==> src/rtl/dbsq_pkg.sv <==
// ---------------------------------------------------------------------------
// dbsq_pkg
// Types, codes and defaults for the display buffer slot queue.
// ---------------------------------------------------------------------------
package dbsq_pkg;

  // Default number of slots
  localparam int SLOT_COUNT_DEF = 16;

  // Operation codes
  localparam logic [2:0] OP_REGISTER = 3'd0;
  localparam logic [2:0] OP_DEQUEUE  = 3'd1;
  localparam logic [2:0] OP_QUEUE    = 3'd2;
  localparam logic [2:0] OP_ACQUIRE  = 3'd3;
  localparam logic [2:0] OP_FLUSH    = 3'd4;

  // Result status codes
  localparam logic [1:0] STATUS_OK   = 2'd0;
  localparam logic [1:0] STATUS_NONE = 2'd1;
  localparam logic [1:0] STATUS_BAD  = 2'd2;

  // Request payload
  typedef struct packed {
    logic [2:0]  opcode;
    logic [3:0]  slot_index;
    logic [31:0] buffer_handle;
    logic [63:0] frame_info;
  } dbsq_req_t;

  // Response payload
  typedef struct packed {
    logic [1:0]  status;
    logic [3:0]  slot_out;
    logic [63:0] frame_info_out;
    logic        event_level;
  } dbsq_rsp_t;

  // Controller states
  typedef enum logic {
    S_IDLE,
    S_EXEC
  } dbsq_state_t;

  // Controller to datapath commands
  typedef struct packed {
    logic capture;
    logic execute;
  } dbsq_cmd_t;

  // Datapath to controller status
  typedef struct packed {
    logic out_free;
  } dbsq_stat_t;

endpackage

==> src/rtl/display_buffer_slot_queue_top.sv <==
// ---------------------------------------------------------------------------
// display_buffer_slot_queue_top
// Buffer queue over a fixed set of display slots: register, dequeue free
// slot, queue, acquire oldest and flush, one response per request.
// ---------------------------------------------------------------------------
//   channel   handshake              payload
//   request   req_valid / req_ready  req : dbsq_req_t
//   response  rsp_valid / rsp_ready  rsp : dbsq_rsp_t
//
// Each request is taken in the idle state, which reads the queue head memory,
// then applied in the execute state, which loads the response register.
// The request side stays ready while an earlier response waits; a request
// then holds in the apply cycle until that response transfers.
// Reset is synchronous; after it no slot is ready, the queue is empty and
// the event flag is signalled.
// ---------------------------------------------------------------------------
module display_buffer_slot_queue_top import dbsq_pkg::*; #(
  parameter int SLOT_COUNT = SLOT_COUNT_DEF
) (
  input  logic      clk,
  input  logic      rst,
  input  logic      req_valid,
  output logic      req_ready,
  input  dbsq_req_t req,
  output logic      rsp_valid,
  input  logic      rsp_ready,
  output dbsq_rsp_t rsp
);

  dbsq_cmd_t  cmd;
  dbsq_stat_t stat;

  // Sequencer
  dbsq_ctrl u_ctrl (
    .clk       (clk),
    .rst       (rst),
    .req_valid (req_valid),
    .req_ready (req_ready),
    .stat      (stat),
    .cmd       (cmd)
  );

  // Slot state and queue
  dbsq_datapath #(
    .SLOT_COUNT (SLOT_COUNT)
  ) u_datapath (
    .clk       (clk),
    .rst       (rst),
    .req       (req),
    .cmd       (cmd),
    .stat      (stat),
    .rsp_valid (rsp_valid),
    .rsp_ready (rsp_ready),
    .rsp       (rsp)
  );

endmodule

==> src/rtl/dbsq_ctrl.sv <==
// ---------------------------------------------------------------------------
// dbsq_ctrl
// Two-state sequencer: take a request, then apply it once the response
// register can load.
// ---------------------------------------------------------------------------
module dbsq_ctrl import dbsq_pkg::*; (
  input  logic       clk,
  input  logic       rst,
  input  logic       req_valid,
  output logic       req_ready,
  input  dbsq_stat_t stat,
  output dbsq_cmd_t  cmd
);

  dbsq_state_t state;
  dbsq_state_t state_next;

  // State register
  always_ff @(posedge clk) begin
    if (rst) begin
      state <= S_IDLE;
    end else begin
      state <= state_next;
    end
  end

  // Next state
  always_comb begin
    state_next = state;
    case (state)
      S_IDLE: begin
        if (req_valid) state_next = S_EXEC;
      end
      S_EXEC: begin
        if (stat.out_free) state_next = S_IDLE;
      end
      default: state_next = S_IDLE;
    endcase
  end

  // Outputs
  always_comb begin
    req_ready   = 1'b0;
    cmd.capture = 1'b0;
    cmd.execute = 1'b0;
    case (state)
      S_IDLE: begin
        req_ready   = 1'b1;
        cmd.capture = req_valid;
      end
      S_EXEC: begin
        cmd.execute = stat.out_free;
      end
      default: ;
    endcase
  end

endmodule

==> src/rtl/dbsq_datapath.sv <==
// ---------------------------------------------------------------------------
// dbsq_datapath
// Slot flags, queue memories and pointers, event flag and response register.
// ---------------------------------------------------------------------------
module dbsq_datapath import dbsq_pkg::*; #(
  parameter int SLOT_COUNT = SLOT_COUNT_DEF
) (
  input  logic       clk,
  input  logic       rst,
  input  dbsq_req_t  req,
  input  dbsq_cmd_t  cmd,
  output dbsq_stat_t stat,
  output logic       rsp_valid,
  input  logic       rsp_ready,
  output dbsq_rsp_t  rsp
);

  localparam int SW = (SLOT_COUNT > 1) ? $clog2(SLOT_COUNT) : 1;
  localparam int FW = $clog2(SLOT_COUNT + 1);

  // Advance a queue pointer with wrap at the slot count
  function automatic logic [SW-1:0] wrap_next(input logic [SW-1:0] p);
    return (p == SW'(SLOT_COUNT - 1)) ? '0 : SW'(p + 1'b1);
  endfunction

  dbsq_req_t             op_q;
  logic [SLOT_COUNT-1:0] slot_ready, slot_ready_next;
  logic [SLOT_COUNT-1:0] slot_in_queue, slot_in_queue_next;
  logic [SW-1:0]         fifo_head, fifo_head_next;
  logic [SW-1:0]         fifo_tail, fifo_tail_next;
  logic [FW-1:0]         fifo_fill, fifo_fill_next;
  logic                  event_flag, event_flag_next;

  logic [SW-1:0]         fifo_slot_mem [SLOT_COUNT];
  logic [63:0]           fifo_info_mem [SLOT_COUNT];
  logic [SW-1:0]         rd_slot;
  logic [63:0]           rd_info;

  logic                  in_range;
  logic [SW-1:0]         slot_sel;
  logic [SLOT_COUNT-1:0] free_mask;
  logic                  free_any;
  logic                  free_second;
  logic [SW-1:0]         found_idx;
  logic                  push;
  dbsq_rsp_t             res;

  assign stat.out_free = !rsp_valid || rsp_ready;

  // Hold the request; read the queue head while it is taken
  always_ff @(posedge clk) begin
    if (cmd.capture) begin
      op_q    <= req;
      rd_slot <= fifo_slot_mem[fifo_head];
      rd_info <= fifo_info_mem[fifo_head];
    end
  end

  // Write the queue memories at the tail on a push
  always_ff @(posedge clk) begin
    if (cmd.execute && push) begin
      fifo_slot_mem[fifo_tail] <= slot_sel;
      fifo_info_mem[fifo_tail] <= op_q.frame_info;
    end
  end

  // Slot decode
  assign in_range = 7'(op_q.slot_index) < 7'(SLOT_COUNT);
  assign slot_sel = SW'(op_q.slot_index);

  // Lowest free slot and whether a second one exists
  assign free_mask   = slot_ready & ~slot_in_queue;
  assign free_any    = |free_mask;
  assign free_second = |(free_mask & (free_mask - 1'b1));

  always_comb begin
    found_idx = '0;
    for (int i = SLOT_COUNT - 1; i >= 0; i--) begin
      if (free_mask[i]) found_idx = SW'(i);
    end
  end

  // Apply the operation
  always_comb begin
    res                = '0;
    slot_ready_next    = slot_ready;
    slot_in_queue_next = slot_in_queue;
    fifo_head_next     = fifo_head;
    fifo_tail_next     = fifo_tail;
    fifo_fill_next     = fifo_fill;
    event_flag_next    = event_flag;
    push               = 1'b0;
    res.status         = STATUS_OK;
    case (op_q.opcode)
      OP_REGISTER: begin
        if (!in_range) begin
          res.status = STATUS_BAD;
        end else begin
          slot_ready_next[slot_sel] = 1'b1;
        end
      end
      OP_DEQUEUE: begin
        if (!free_any) begin
          res.status = STATUS_NONE;
        end else begin
          res.slot_out = 4'(found_idx);
        end
        if (!free_second) event_flag_next = 1'b0;
      end
      OP_QUEUE: begin
        if (!in_range || !slot_ready[slot_sel] || slot_in_queue[slot_sel] ||
            fifo_fill >= FW'(SLOT_COUNT)) begin
          res.status = STATUS_BAD;
        end else begin
          push                         = 1'b1;
          fifo_tail_next               = wrap_next(fifo_tail);
          fifo_fill_next               = FW'(fifo_fill + 1'b1);
          slot_in_queue_next[slot_sel] = 1'b1;
        end
      end
      OP_ACQUIRE: begin
        if (fifo_fill == '0) begin
          res.status = STATUS_NONE;
        end else begin
          res.slot_out                = 4'(rd_slot);
          res.frame_info_out          = rd_info;
          slot_in_queue_next[rd_slot] = 1'b0;
          fifo_head_next              = wrap_next(fifo_head);
          fifo_fill_next              = FW'(fifo_fill - 1'b1);
          event_flag_next             = 1'b1;
        end
      end
      OP_FLUSH: begin
        slot_in_queue_next = '0;
        fifo_head_next     = fifo_tail;
        fifo_fill_next     = '0;
        event_flag_next    = 1'b1;
      end
      default: ;
    endcase
    res.event_level = event_flag_next;
  end

  // Control state
  always_ff @(posedge clk) begin
    if (rst) begin
      slot_ready    <= '0;
      slot_in_queue <= '0;
      fifo_head     <= '0;
      fifo_tail     <= '0;
      fifo_fill     <= '0;
      event_flag    <= 1'b1;
      rsp_valid     <= 1'b0;
    end else begin
      if (cmd.execute) begin
        slot_ready    <= slot_ready_next;
        slot_in_queue <= slot_in_queue_next;
        fifo_head     <= fifo_head_next;
        fifo_tail     <= fifo_tail_next;
        fifo_fill     <= fifo_fill_next;
        event_flag    <= event_flag_next;
        rsp_valid     <= 1'b1;
      end else if (rsp_ready) begin
        rsp_valid <= 1'b0;
      end
    end
  end

  // Response payload
  always_ff @(posedge clk) begin
    if (cmd.execute) rsp <= res;
  end

endmodule

==> config.mk <==
export PLATFORM = sky130hd
export DESIGN_NAME = display_buffer_slot_queue_top
export DESIGN_NICKNAME = d
export VERILOG_FILES = /design/src/rtl/dbsq_pkg.sv /design/src/rtl/display_buffer_slot_queue_top.sv /design/src/rtl/dbsq_ctrl.sv /design/src/rtl/dbsq_datapath.sv
export SDC_FILE = /design/constraint.sdc
export NUM_CORES = 1
export LEC_CHECK = 0
export ABC_AREA = 1
export ABC_CLOCK_PERIOD_IN_PS = 8770
export BUFFER_PORTS_ARGS = -buffer_cell sky130_fd_sc_hd__buf_2
export CORE_ASPECT_RATIO = 1.75
export CORE_MARGIN = 10
export CORE_UTILIZATION = 46
export CTS_CLUSTER_DIAMETER = 50
export DETAILED_ROUTE_END_ITERATION = 10
export GPL_TIMING_DRIVEN = 0
export SETUP_SLACK_MARGIN = 0.05
export SLEW_MARGIN = 10
export SYNTH_ARGS = -nofsm -noshare
export SYNTH_HDL_FRONTEND = slang
export SYNTH_SLANG_ARGS = --single-unit
==> constraint.sdc <==
create_clock -name clk -period 8.77 [get_ports clk]
set_clock_uncertainty 0.05 [all_clocks]
set_input_delay 1.3155 -clock clk [delete_from_list [all_inputs] [get_ports clk]]
set_output_delay 1.3155 -clock clk [all_outputs]
set_load 0.005 [all_outputs]
==> results of run 1 <==
-- through the flow --
step           setup TNS, ns  util [%]
3_3_place_gp         -838.95      48.6
3_5_place_dp               0      49.9
2_1_floorplan              0         -
5_1_grt                    0      53.6
6_report                   0      53.6
4_1_cts                    0      53.6
-- Yosys cell counts, types with 8 or more instances --
cell type / count
sky130_fd_sc_hd__a21oi_1: 46
sky130_fd_sc_hd__buf_1: 20
sky130_fd_sc_hd__buf_2: 28
sky130_fd_sc_hd__clkbuf_1: 177
sky130_fd_sc_hd__dfxtp_1: 48
sky130_fd_sc_hd__edfxtp_1: 1298
sky130_fd_sc_hd__ha_1: 8
sky130_fd_sc_hd__inv_1: 144
sky130_fd_sc_hd__mux2i_1: 109
sky130_fd_sc_hd__nand2_1: 267
sky130_fd_sc_hd__nand3_1: 145
sky130_fd_sc_hd__nand4_1: 11
sky130_fd_sc_hd__nor2_1: 725
sky130_fd_sc_hd__o211ai_1: 27
sky130_fd_sc_hd__o21ai_0: 326
sky130_fd_sc_hd__o221ai_1: 109
sky130_fd_sc_hd__o22ai_1: 18
sky130_fd_sc_hd__o32ai_1: 164
-- registers in the layout, indices dropped and copies added, names as in the netlist --
signal	count
u_datapath.rd_info	64
u_datapath.slot_in_queue	16
u_ctrl.state	1
u_datapath.op_q	67
u_datapath.rsp	71
u_datapath.rsp_valid	1
u_datapath.fifo_tail	4
u_datapath.slot_sel	4
u_datapath.event_flag	1
u_datapath.fifo_slot_mem	64
u_datapath.fifo_fill	5
u_datapath.fifo_head	4
u_datapath.rd_slot	4
u_datapath.fifo_info_mem	1024
u_datapath.slot_ready	16
-- logic make-up (layout without fill, tap and decap cells) --
family,count (synthesis),after routing,share of synthesized area (%)
adder cells (fa/ha/maj),9,9,0.231
multiplexers,109,109,2.09
AO/OA/AOI/OAI,711,711,9.06
flip-flops,1346,1346,76.6
buffers and inverters,384,819,2.93
AND/OR/NAND/NOR,1169,1169,8.97
other,0,3,0
XOR/XNOR,5,5,0.0841
-- worst max-delay path by stage --
stage | from | end | slack [ns]
floorplan | req_valid | u_datapath.op_q[0] | 0.88
global placement | req_valid | u_datapath.op_q[23] | -4.25
detailed placement | u_datapath.slot_sel[1] | u_datapath.fifo_info_mem[3][35] | 4.43
CTS | u_datapath.slot_sel[0] | u_datapath.fifo_info_mem[3][51] | 4.42
global route | u_datapath.slot_sel[0] | u_datapath.fifo_info_mem[3][50] | 4.20
finish | u_datapath.slot_sel[1] | u_datapath.fifo_info_mem[3][51] | 4.34
-- layout make-up --
cell class / instances / area (um2) / area share, %
antenna: 3 / 7.51 / 0.0124
clock inverter: 83 / 853 / 1.41
sequential: 1346 / 39900 / 66.2
timing repair buffer: 206 / 2110 / 3.50
tap: 1485 / 1860 / 3.08
multi-input combinational: 2003 / 10800 / 17.9
inverter: 152 / 573 / 0.950
clock buffer: 146 / 3260 / 5.40
buffer: 232 / 960 / 1.59
-- metal layers --
layer,wire length (um),vias up,global-route usage [%]
li1,-,14600,-
met1,55000,16500,26.8
met2,77800,1376,41.0
met3,9470,317,3.30
met4,7420,0,11.9
met5,0,-,0
-- power by group through the flow --
| stage | clock network [mW] | logic (mW) | registers [mW] |
|---|---|---|---|
| after global placement | 0 | 0.510 | 7.40 |
| final | 5.48 | 0.527 | 7.25 |
| after global routing | 5.79 | 0.567 | 7.26 |
| after CTS | 5.54 | 0.532 | 7.25 |
| after floorplan | 0 | 0.271 | 7.35 |
| after detailed placement | 0 | 0.529 | 7.39 |
-- worst register-to-register path, stage by stage (launching register included) --
cell,delay [ns]
sky130_fd_sc_hd__edfxtp_1,0.98
sky130_fd_sc_hd__inv_2,0.14
sky130_fd_sc_hd__nand2_2,0.16
sky130_fd_sc_hd__buf_6,0.18
sky130_fd_sc_hd__o22ai_1,0.09
sky130_fd_sc_hd__o21ai_1,0.23
sky130_fd_sc_hd__nand3_1,0.25
sky130_fd_sc_hd__nor2_4,0.21
sky130_fd_sc_hd__nand4_1,0.50
sky130_fd_sc_hd__nor2_4,0.82
sky130_fd_sc_hd__buf_12,0.30
sky130_fd_sc_hd__buf_16,0.20
==> flow_results.org, run 1 <==
** Outcome
- The flow ran to the end, and the final reports show no timing, DRC or antenna violations.

** Synthesis
- The average instance in the mapped netlist occupies 14.0 um2.
- Cells after Synth :: 3733
- In the synthesized netlist the dominant register cell turns out to be sky130_fd_sc_hd__edfxtp_1.
- Net Count, Synth :: 3849
- In this run the cell area of the synthesized design comes to 52100 um2.
- Library cell with the largest summed area after synthesis :: sky130_fd_sc_hd__edfxtp_1
- For this run, the register share of the synthesized area comes to 76.6%.
- Flops & latches, synth :: 1346
- Number of distinct library cell variants in the gate-level netlist after synthesis :: 41
- For this run, the number of Yosys warnings is 0.
- By area the synthesized netlist is led by sky130_fd_sc_hd__edfxtp_1 75%, sky130_fd_sc_hd__nor2_1 5.2%, sky130_fd_sc_hd__o21ai_0 3.1%.
- In the synthesized netlist the async set-or-reset flop fraction comes to 0%.
- Of the post-synthesis cell area, the dominant cell type holds 74.8%.
- Number of enable flip-flop cells after synthesis :: 1298

** Global route
- The number of antenna violations at the first check in global routing came to 3.
- For this run, the total global-route usage over all layers was measured as 23.1%.
- Maximum number of pins on one net before global-route repair :: 47
- The first global-routing pass estimated 217000 um of wire.
- The number of global-route vias before repair is 32900.
- Total global routing overflow :: 0

** Pwr
- The design draws 13.3 mW.
- Per report_power, the combinational group accounts for 4.0% of the total.
- Cell internal pwr :: 10.3 mW
- VDD IR-drop max :: 0.158 mV
- The analysis attributes to cell leakage a power of 19.6 nW.
- Sequential share of power :: 54.7%
- Power spread over the standard cell area amounts to 220 nW/um2.
- Net switching power figure :: 2.92 mW
- Clock power share :: 41.4%
- Switching part of the total power :: 22.0%

** Cells and area
- The finished layout holds 5656 standard cells, fillers aside.
- Share of post-route cells with drive strength above 1 :: 11.2%
- Compared with the post-synthesis result, the final layout area differs by 15.8%.
- Most used cells in the layout excluding fill and tap cells :: 1298 x sky130_fd_sc_hd__edfxtp_1, 707 x sky130_fd_sc_hd__nor2_1, 326 x sky130_fd_sc_hd__o21ai_0
- Most common cell after layout, fill and taps aside :: sky130_fd_sc_hd__edfxtp_1
- Fill cell count :: 9388
- Final net count :: 4178
- Post-Layout Inst Area :: 60300 um2

** Clock network
- In this run the deepest clock path goes through 3 buffers.
- Clock root buffer :: sky130_fd_sc_hd__clkbuf_16
- Clock net sink count :: 1346
- Post-CTS Repair Setup Buffers :: 0
- Total clock buffers created by CTS :: 121
- Maximum level of the CTS H-tree :: 3
- Clock transition at the registers of the reported paths :: 0.06 ns
- The later pin in the worst-skew pair is clocked with a latency of 0.76 ns.
- Hold-fix buffers, CTS :: 0
- CTS tree :: yes
- Post-CTS repair changed the size of 0 cells.

** Setup path
- Category of cells accounting for the largest share of critical-path delay :: simple AND/OR/NAND/NOR gates
- STA classifies the critical path startpoint as a flip-flop.
- Crit path cell chain :: inv_2, nand2_2, buf_6, o22ai_1, o21ai_1, nand3_1, nor2_4, nand4_1, nor2_4, buf_12, buf_16
- Required time of the worst setup path :: 9.16 ns
- Data on the critical path arrives at its endpoint at 4.82 ns.
- The largest individual stage delay along the critical path comes from the cell sky130_fd_sc_hd__edfxtp_1.
- Endpoint type of the worst setup path :: flip-flop
- Worst reg2reg path startpoint :: u_datapath.slot_sel[1]
- Critical path's most frequent cell :: sky130_fd_sc_hd__nor2_4
- Worst Path Class, Setup :: flip-flop to flip-flop
- R2r worst-path depth :: 11
- Levels on crit path :: 11
- The critical path contains buffers and inverters numbering 4 combined.
- Setup slack on the worst reg-to-reg path comes out at 4.34 ns.
- Reg2Reg Capture Point :: u_datapath.fifo_info_mem[3][51]
- In this run the worst path has a maximum fanout of 23.
- In this design, the stage delay of the slowest critical-path cell is 0.98 ns.

** STA
- Once routing completed, OpenROAD measured the worst setup slack at 4.34 ns.
- Slew of the pin with the lowest slew margin :: 1.41 ns
- Of the available clock period, the critical path in the final layout requires 50.5%.
- Setup repair after global routing missed its margin :: no
- The worst path needs 4.43 ns of the cycle, external delays included.
- Final Max Tran Viols :: 0
- Final hold violation count :: 0
- Max-slew headroom :: 6.31%
- Derived from the worst setup path, the maximum achievable clock frequency is 226 MHz.
- Count of endpoints failing setup in the final report :: 0
- The tightest hold path in the finished design has a slack of 0.434 ns.

** Floorplan
- The core region is 113000 um2.
- Vertical die dimension :: 465 um
- Effective utilization at floorplan :: 46.3%
- The die covers 128000 um2.
- Die outline width :: 274 um
- In this run the count of I/O pins placed on the die edge is 180.
- The floorplan has 163 rows.

** Hold path
- Type of the tightest min-delay check :: flip-flop to flip-flop
- In this run the most critical hold path is launched from u_datapath.slot_ready[13].
- Hold path endpoint :: u_datapath.slot_ready[13]
- Along the worst hold path, the cell count comes to 2.

** Placed design
- Placed inst area :: 56200 um2
- GP Congestion :: 0.893
- Estimated wirelength of the detail-placed design :: 103000 um
- Pre-CTS worst setup slack :: 4.43 ns
- PortBufs :: 146
- Counting tap cells, the placed design contains a total of 5424 instances.

** Routing
- The count of nets left with antenna violations once routing finished came out at 0.
- Detailed-route wire length per cell :: 26.5 um
- Total wirelength of the detailed-routed design :: 150000 um
- Number of DRC markers in iteration 0 :: 3291
- DRT Pass-1 Iters :: 8
- Vias per inst :: 5.80
- Detailed routing inserted a total of 32800 vias.
- For this run, design rule violations remaining after detail routing come to 0.

** Flow run
- Across the run, the number of max-cap violations was 0.
No activity file was read; power rests on OpenSTA's default activity.
==> run 2: changes to the inputs <==
--- a/config.mk
+++ b/config.mk
@@ -6,7 +6,7 @@
 export NUM_CORES = 1
 export LEC_CHECK = 0
 export ABC_AREA = 1
-export ABC_CLOCK_PERIOD_IN_PS = 8770
+export ABC_CLOCK_PERIOD_IN_PS = 4400
 export BUFFER_PORTS_ARGS = -buffer_cell sky130_fd_sc_hd__buf_2
 export CORE_ASPECT_RATIO = 1.75
 export CORE_MARGIN = 10
==> constraint.sdc (replaced) <==
create_clock -name clk -period 4.4 [get_ports clk]
set_clock_uncertainty 0.05 [all_clocks]
set_input_delay 0.66 -clock clk [delete_from_list [all_inputs] [get_ports clk]]
set_output_delay 0.66 -clock clk [all_outputs]
set_load 0.005 [all_outputs]
==> run 2 against run 1 <==
  * Cell area barely moved
  * Clock power up 90%
  * Critical endpoint is now u_datapath.fifo_info_mem[3][54]
  * Largest power group unchanged
  * Fmax rose by 7.6%
  * Via count is 1.0% higher
  * Sequential power is 100% higher
==> flow_results.org, run 2 (synthesized netlist as in run 1, its figures left out) <==
** Cells and area
- Most common cell after layout, fill and taps aside :: sky130_fd_sc_hd__edfxtp_1 (unchanged)
- Register bank with the most flops :: u_datapath.fifo_info_mem (unchanged)
- Share of post-route cells with drive strength above 1 :: 10.6% (was 11.2%)
- The filler-free cell count of the finished design came to 5677 (was 5656).
- The number of flip-flops under the largest register name was 1024 (unchanged).
- The post-synthesis to final-layout area growth is 15.7% (was 15.8%).
- The summed area of non-filler cells in the final layout was 60300 um2 (about the same).
- The net total in the final layout is 4205 (was 4178).
- Registers with the most flip-flops: u_datapath.fifo_info_mem: 1024 flops, u_datapath.rsp: 71 flops, u_datapath.op_q: 67 flops (unchanged).
- Most used cells in the layout excluding fill and tap cells :: 1298 x sky130_fd_sc_hd__edfxtp_1, 707 x sky130_fd_sc_hd__nor2_1, 326 x sky130_fd_sc_hd__o21ai_0 (unchanged)

** Routing
- The via count of the routed design is 33100 (was 32800).
- Number of DRC markers in iteration 0 :: 3243 (was 3291)
- The final routed DRC violation total came to 0 (unchanged).
- The via density per instance came to 5.84 (was 5.80).
- The wire length reported by the detailed router was 150000 um (about the same).
- Detailed-route wire length per cell :: 26.5 um (about the same)
- The length of the first detailed-routing pass in iterations was 7 (was 8).
- Number of routed nets with antenna violations :: 0 (unchanged)

** Hold path
- The instance count along the most critical hold path came to 1 (was 2).
- Type of the tightest min-delay check :: primary input to flip-flop (was flip-flop to flip-flop)

** Global route
- Number of global-route vias before repair :: 33500 (was 32900)
- The met2 usage in global routing was 41.1% (was 41.0%).
- The wire length of the first global-routing pass came to 219000 um (was 217000 um).
- The total overflow reported by the global router is 0 (unchanged).
- The highest-utilization routing layer at the global route stage was met2 (unchanged).
- The global router's overall resource usage is 23.3% (was 23.1%).
- The met3 track demand over resource in global routing was 3.63% (was 3.30%).
- Maximum number of pins on one net before global-route repair :: 45 (was 47)
- The number of antenna violations at the first check in global routing was 6 (was 3).
- Met1 capacity usage during global routing :: 26.9% (was 26.8%)

** STA
- The shortest clock period the worst path allows after layout was 4.11 ns (was 4.43 ns).
- The slew at the pin closest to its max-slew limit was 1.37 ns (was 1.41 ns).
- Max-slew headroom :: 8.55% (was 6.31%)
- Highest clock frequency the design can meet :: 243 MHz (was 226 MHz)
- Final Max Tran Viols :: 0 (unchanged)
- Count of endpoints failing setup in the final report :: 0 (unchanged)
- Setup repair after global routing missed its margin :: no (unchanged)
- Final hold violation count :: 0 (unchanged)
- The ratio of final minimum period to clock period came to 93.5% (was 50.5%).

** Clock network
- The clock sink total is 1346 (unchanged).
- Clock root buffer :: sky130_fd_sc_hd__clkbuf_16 (unchanged)
- Total clock buffers created by CTS :: 118 (was 121)
- The deepest level of the CTS H-tree came to 3 (unchanged).
- The source-to-sink clock delay at the later pin of the worst-skew pair is 0.75 ns (was 0.76 ns).
- The total of cells resized after clock tree synthesis was 0 (unchanged).
- The clock-pin slew reported for the worst setup and hold paths after clock tree synthesis is 0.07 ns (was 0.06 ns).
- CTS tree :: yes (unchanged)
- Maximum count of clock buffers along a single path :: 3 (unchanged)

** Floorplan
- Die outline width :: 274 um (unchanged)
- The number of cell rows was 163 (unchanged).
- The count of pins on the block boundary is 180 (unchanged).
- The area inside the core boundary was 113000 um2 (unchanged).
- Die outline area :: 128000 um2 (unchanged)
- The die outline height is 465 um (unchanged).
- Effective utilization at floorplan :: 46.3% (unchanged)

** Setup path
- Maximum fanout along the worst path :: 23 (unchanged)
- R2r worst-path depth :: 11 (unchanged)
- Sort of element at the start of the critical path :: flip-flop (unchanged)
- Arrival time worst endpoint :: 4.50 ns (was 4.82 ns)
- Slowest CP cell :: sky130_fd_sc_hd__edfxtp_1 (unchanged)
- Crit path cell chain :: inv_2, nand2_2, buf_6, o22ai_1, o21ai_1, nand2_1, nor2_4, nand4_1, nor2_4, buf_12, buf_12 (was inv_2, nand2_2, buf_6, o22ai_1, o21ai_1, nand3_1, nor2_4, nand4_1, nor2_4, buf_12, buf_16)
- Combined buffer and inverter count along the critical path :: 4 (unchanged)
- The required time at the worst-slack endpoint was 4.79 ns (was 9.16 ns).
- Category of cells accounting for the largest share of critical-path delay :: simple AND/OR/NAND/NOR gates (unchanged)
- Endpoint type of the worst setup path :: flip-flop (unchanged)
- The critical path start-end classification is flip-flop to flip-flop (unchanged).
- The critical path depth in cells was 11 (unchanged).
- Highest cell delay on the worst timing path :: 0.90 ns (was 0.98 ns)
- The register-to-register setup slack was 0.29 ns (was 4.34 ns).

** Placed design
- The estimated wirelength of the detail-placed design is 103000 um (about the same).
- GP Congestion :: 0.861 (was 0.893)
- PortBufs :: 146 (unchanged)
- The placement-stage cell area was 56100 um2 (was 56200 um2).
- Placed cell count :: 5422 (was 5424)

** Pwr
- The maximum VDD drop is 0.345 mV (was 0.158 mV).
- The ratio of total power to cell area is 430 nW/um2 (was 220 nW/um2).
- The cell leakage power came to 19.6 nW (about the same).

** Outcome
- Run status: finished clean (unchanged).

** Flow run
- Max-capacitance violation count :: 0 (unchanged)
run 2: cell types whose count changed in the layout (fill, tap and decap cells not counted), sizes merged:
cell	before	now
clkinv	64	51
dlygate4sd3	0	32
buf	261	259
bufinv	13	12
inv	154	158
clkbuf	323	324
run 2: final timing paths:
path	from	to
max	u_datapath.slot_sel[1]	u_datapath.fifo_info_mem[3][54]
min	req[101]	u_datapath.op_q[101]
max reg2reg	u_datapath.slot_sel[1]	u_datapath.fifo_info_mem[3][54]
min reg2reg	u_datapath.slot_ready[11]	u_datapath.slot_ready[11]
run 2: worst reg2reg max path: cells and delay by family, from the launching register on:
kind	cells	cell delay [ns]
flip-flops	1	0.90
AO/OA/AOI/OAI	2	0.38
AND/OR/NAND/NOR	5	1.69
buffers and inverters	4	0.79
run 2: final cells by class:
class	instances	area, um2
timing repair buffer	236	2350
tap	1485	1860
clock inverter	73	733
buffer	232	958
fill	9369	52300
clock buffer	147	3080
inverter	152	573
sequential	1346	39900
multi-input combinational	2003	10800
antenna	3	7.51
run 2: through the flow:
stage               hold slack, ns  power [mW]  setup TNS, ns  utilization [%]  setup slack, ns
CTS                       0.000515        26.0              0             53.5            0.285
floorplan                    0.400        15.2        -812.87                -           -0.722
detailed placement           0.417        15.8              0             49.9            0.298
finish                      0.0436        25.9              0             53.5            0.286
global placement             0.411        15.8       -5343.10             48.6            -4.75
global route                0.0216        26.6              0             53.5           0.0864
run 2: where the power goes:
part	switching, mW	leakage, nW	internal, mW	total [mW]
Combinational	0.749	5.58	0.316	1.07
Sequential	0.221	12.1	14.2	14.5
Clock	4.70	1.85	5.70	10.4
run 2: per-layer routing:
metal  routed length (um)  part of all wire [%]  vias up
met5                   27                 0.018        -
met3                 9910                   6.6      379
li1                     -                     -    14600
met4                 7900                   5.3        4
met1                54600                    36    16700
met2                77900                    52     1434
run 2: timing repair:
item / CTS / global route
endpoints found under the hold margin: 32 / 0
hold buffers: 32 / 0
setup buffers: 0 / 0
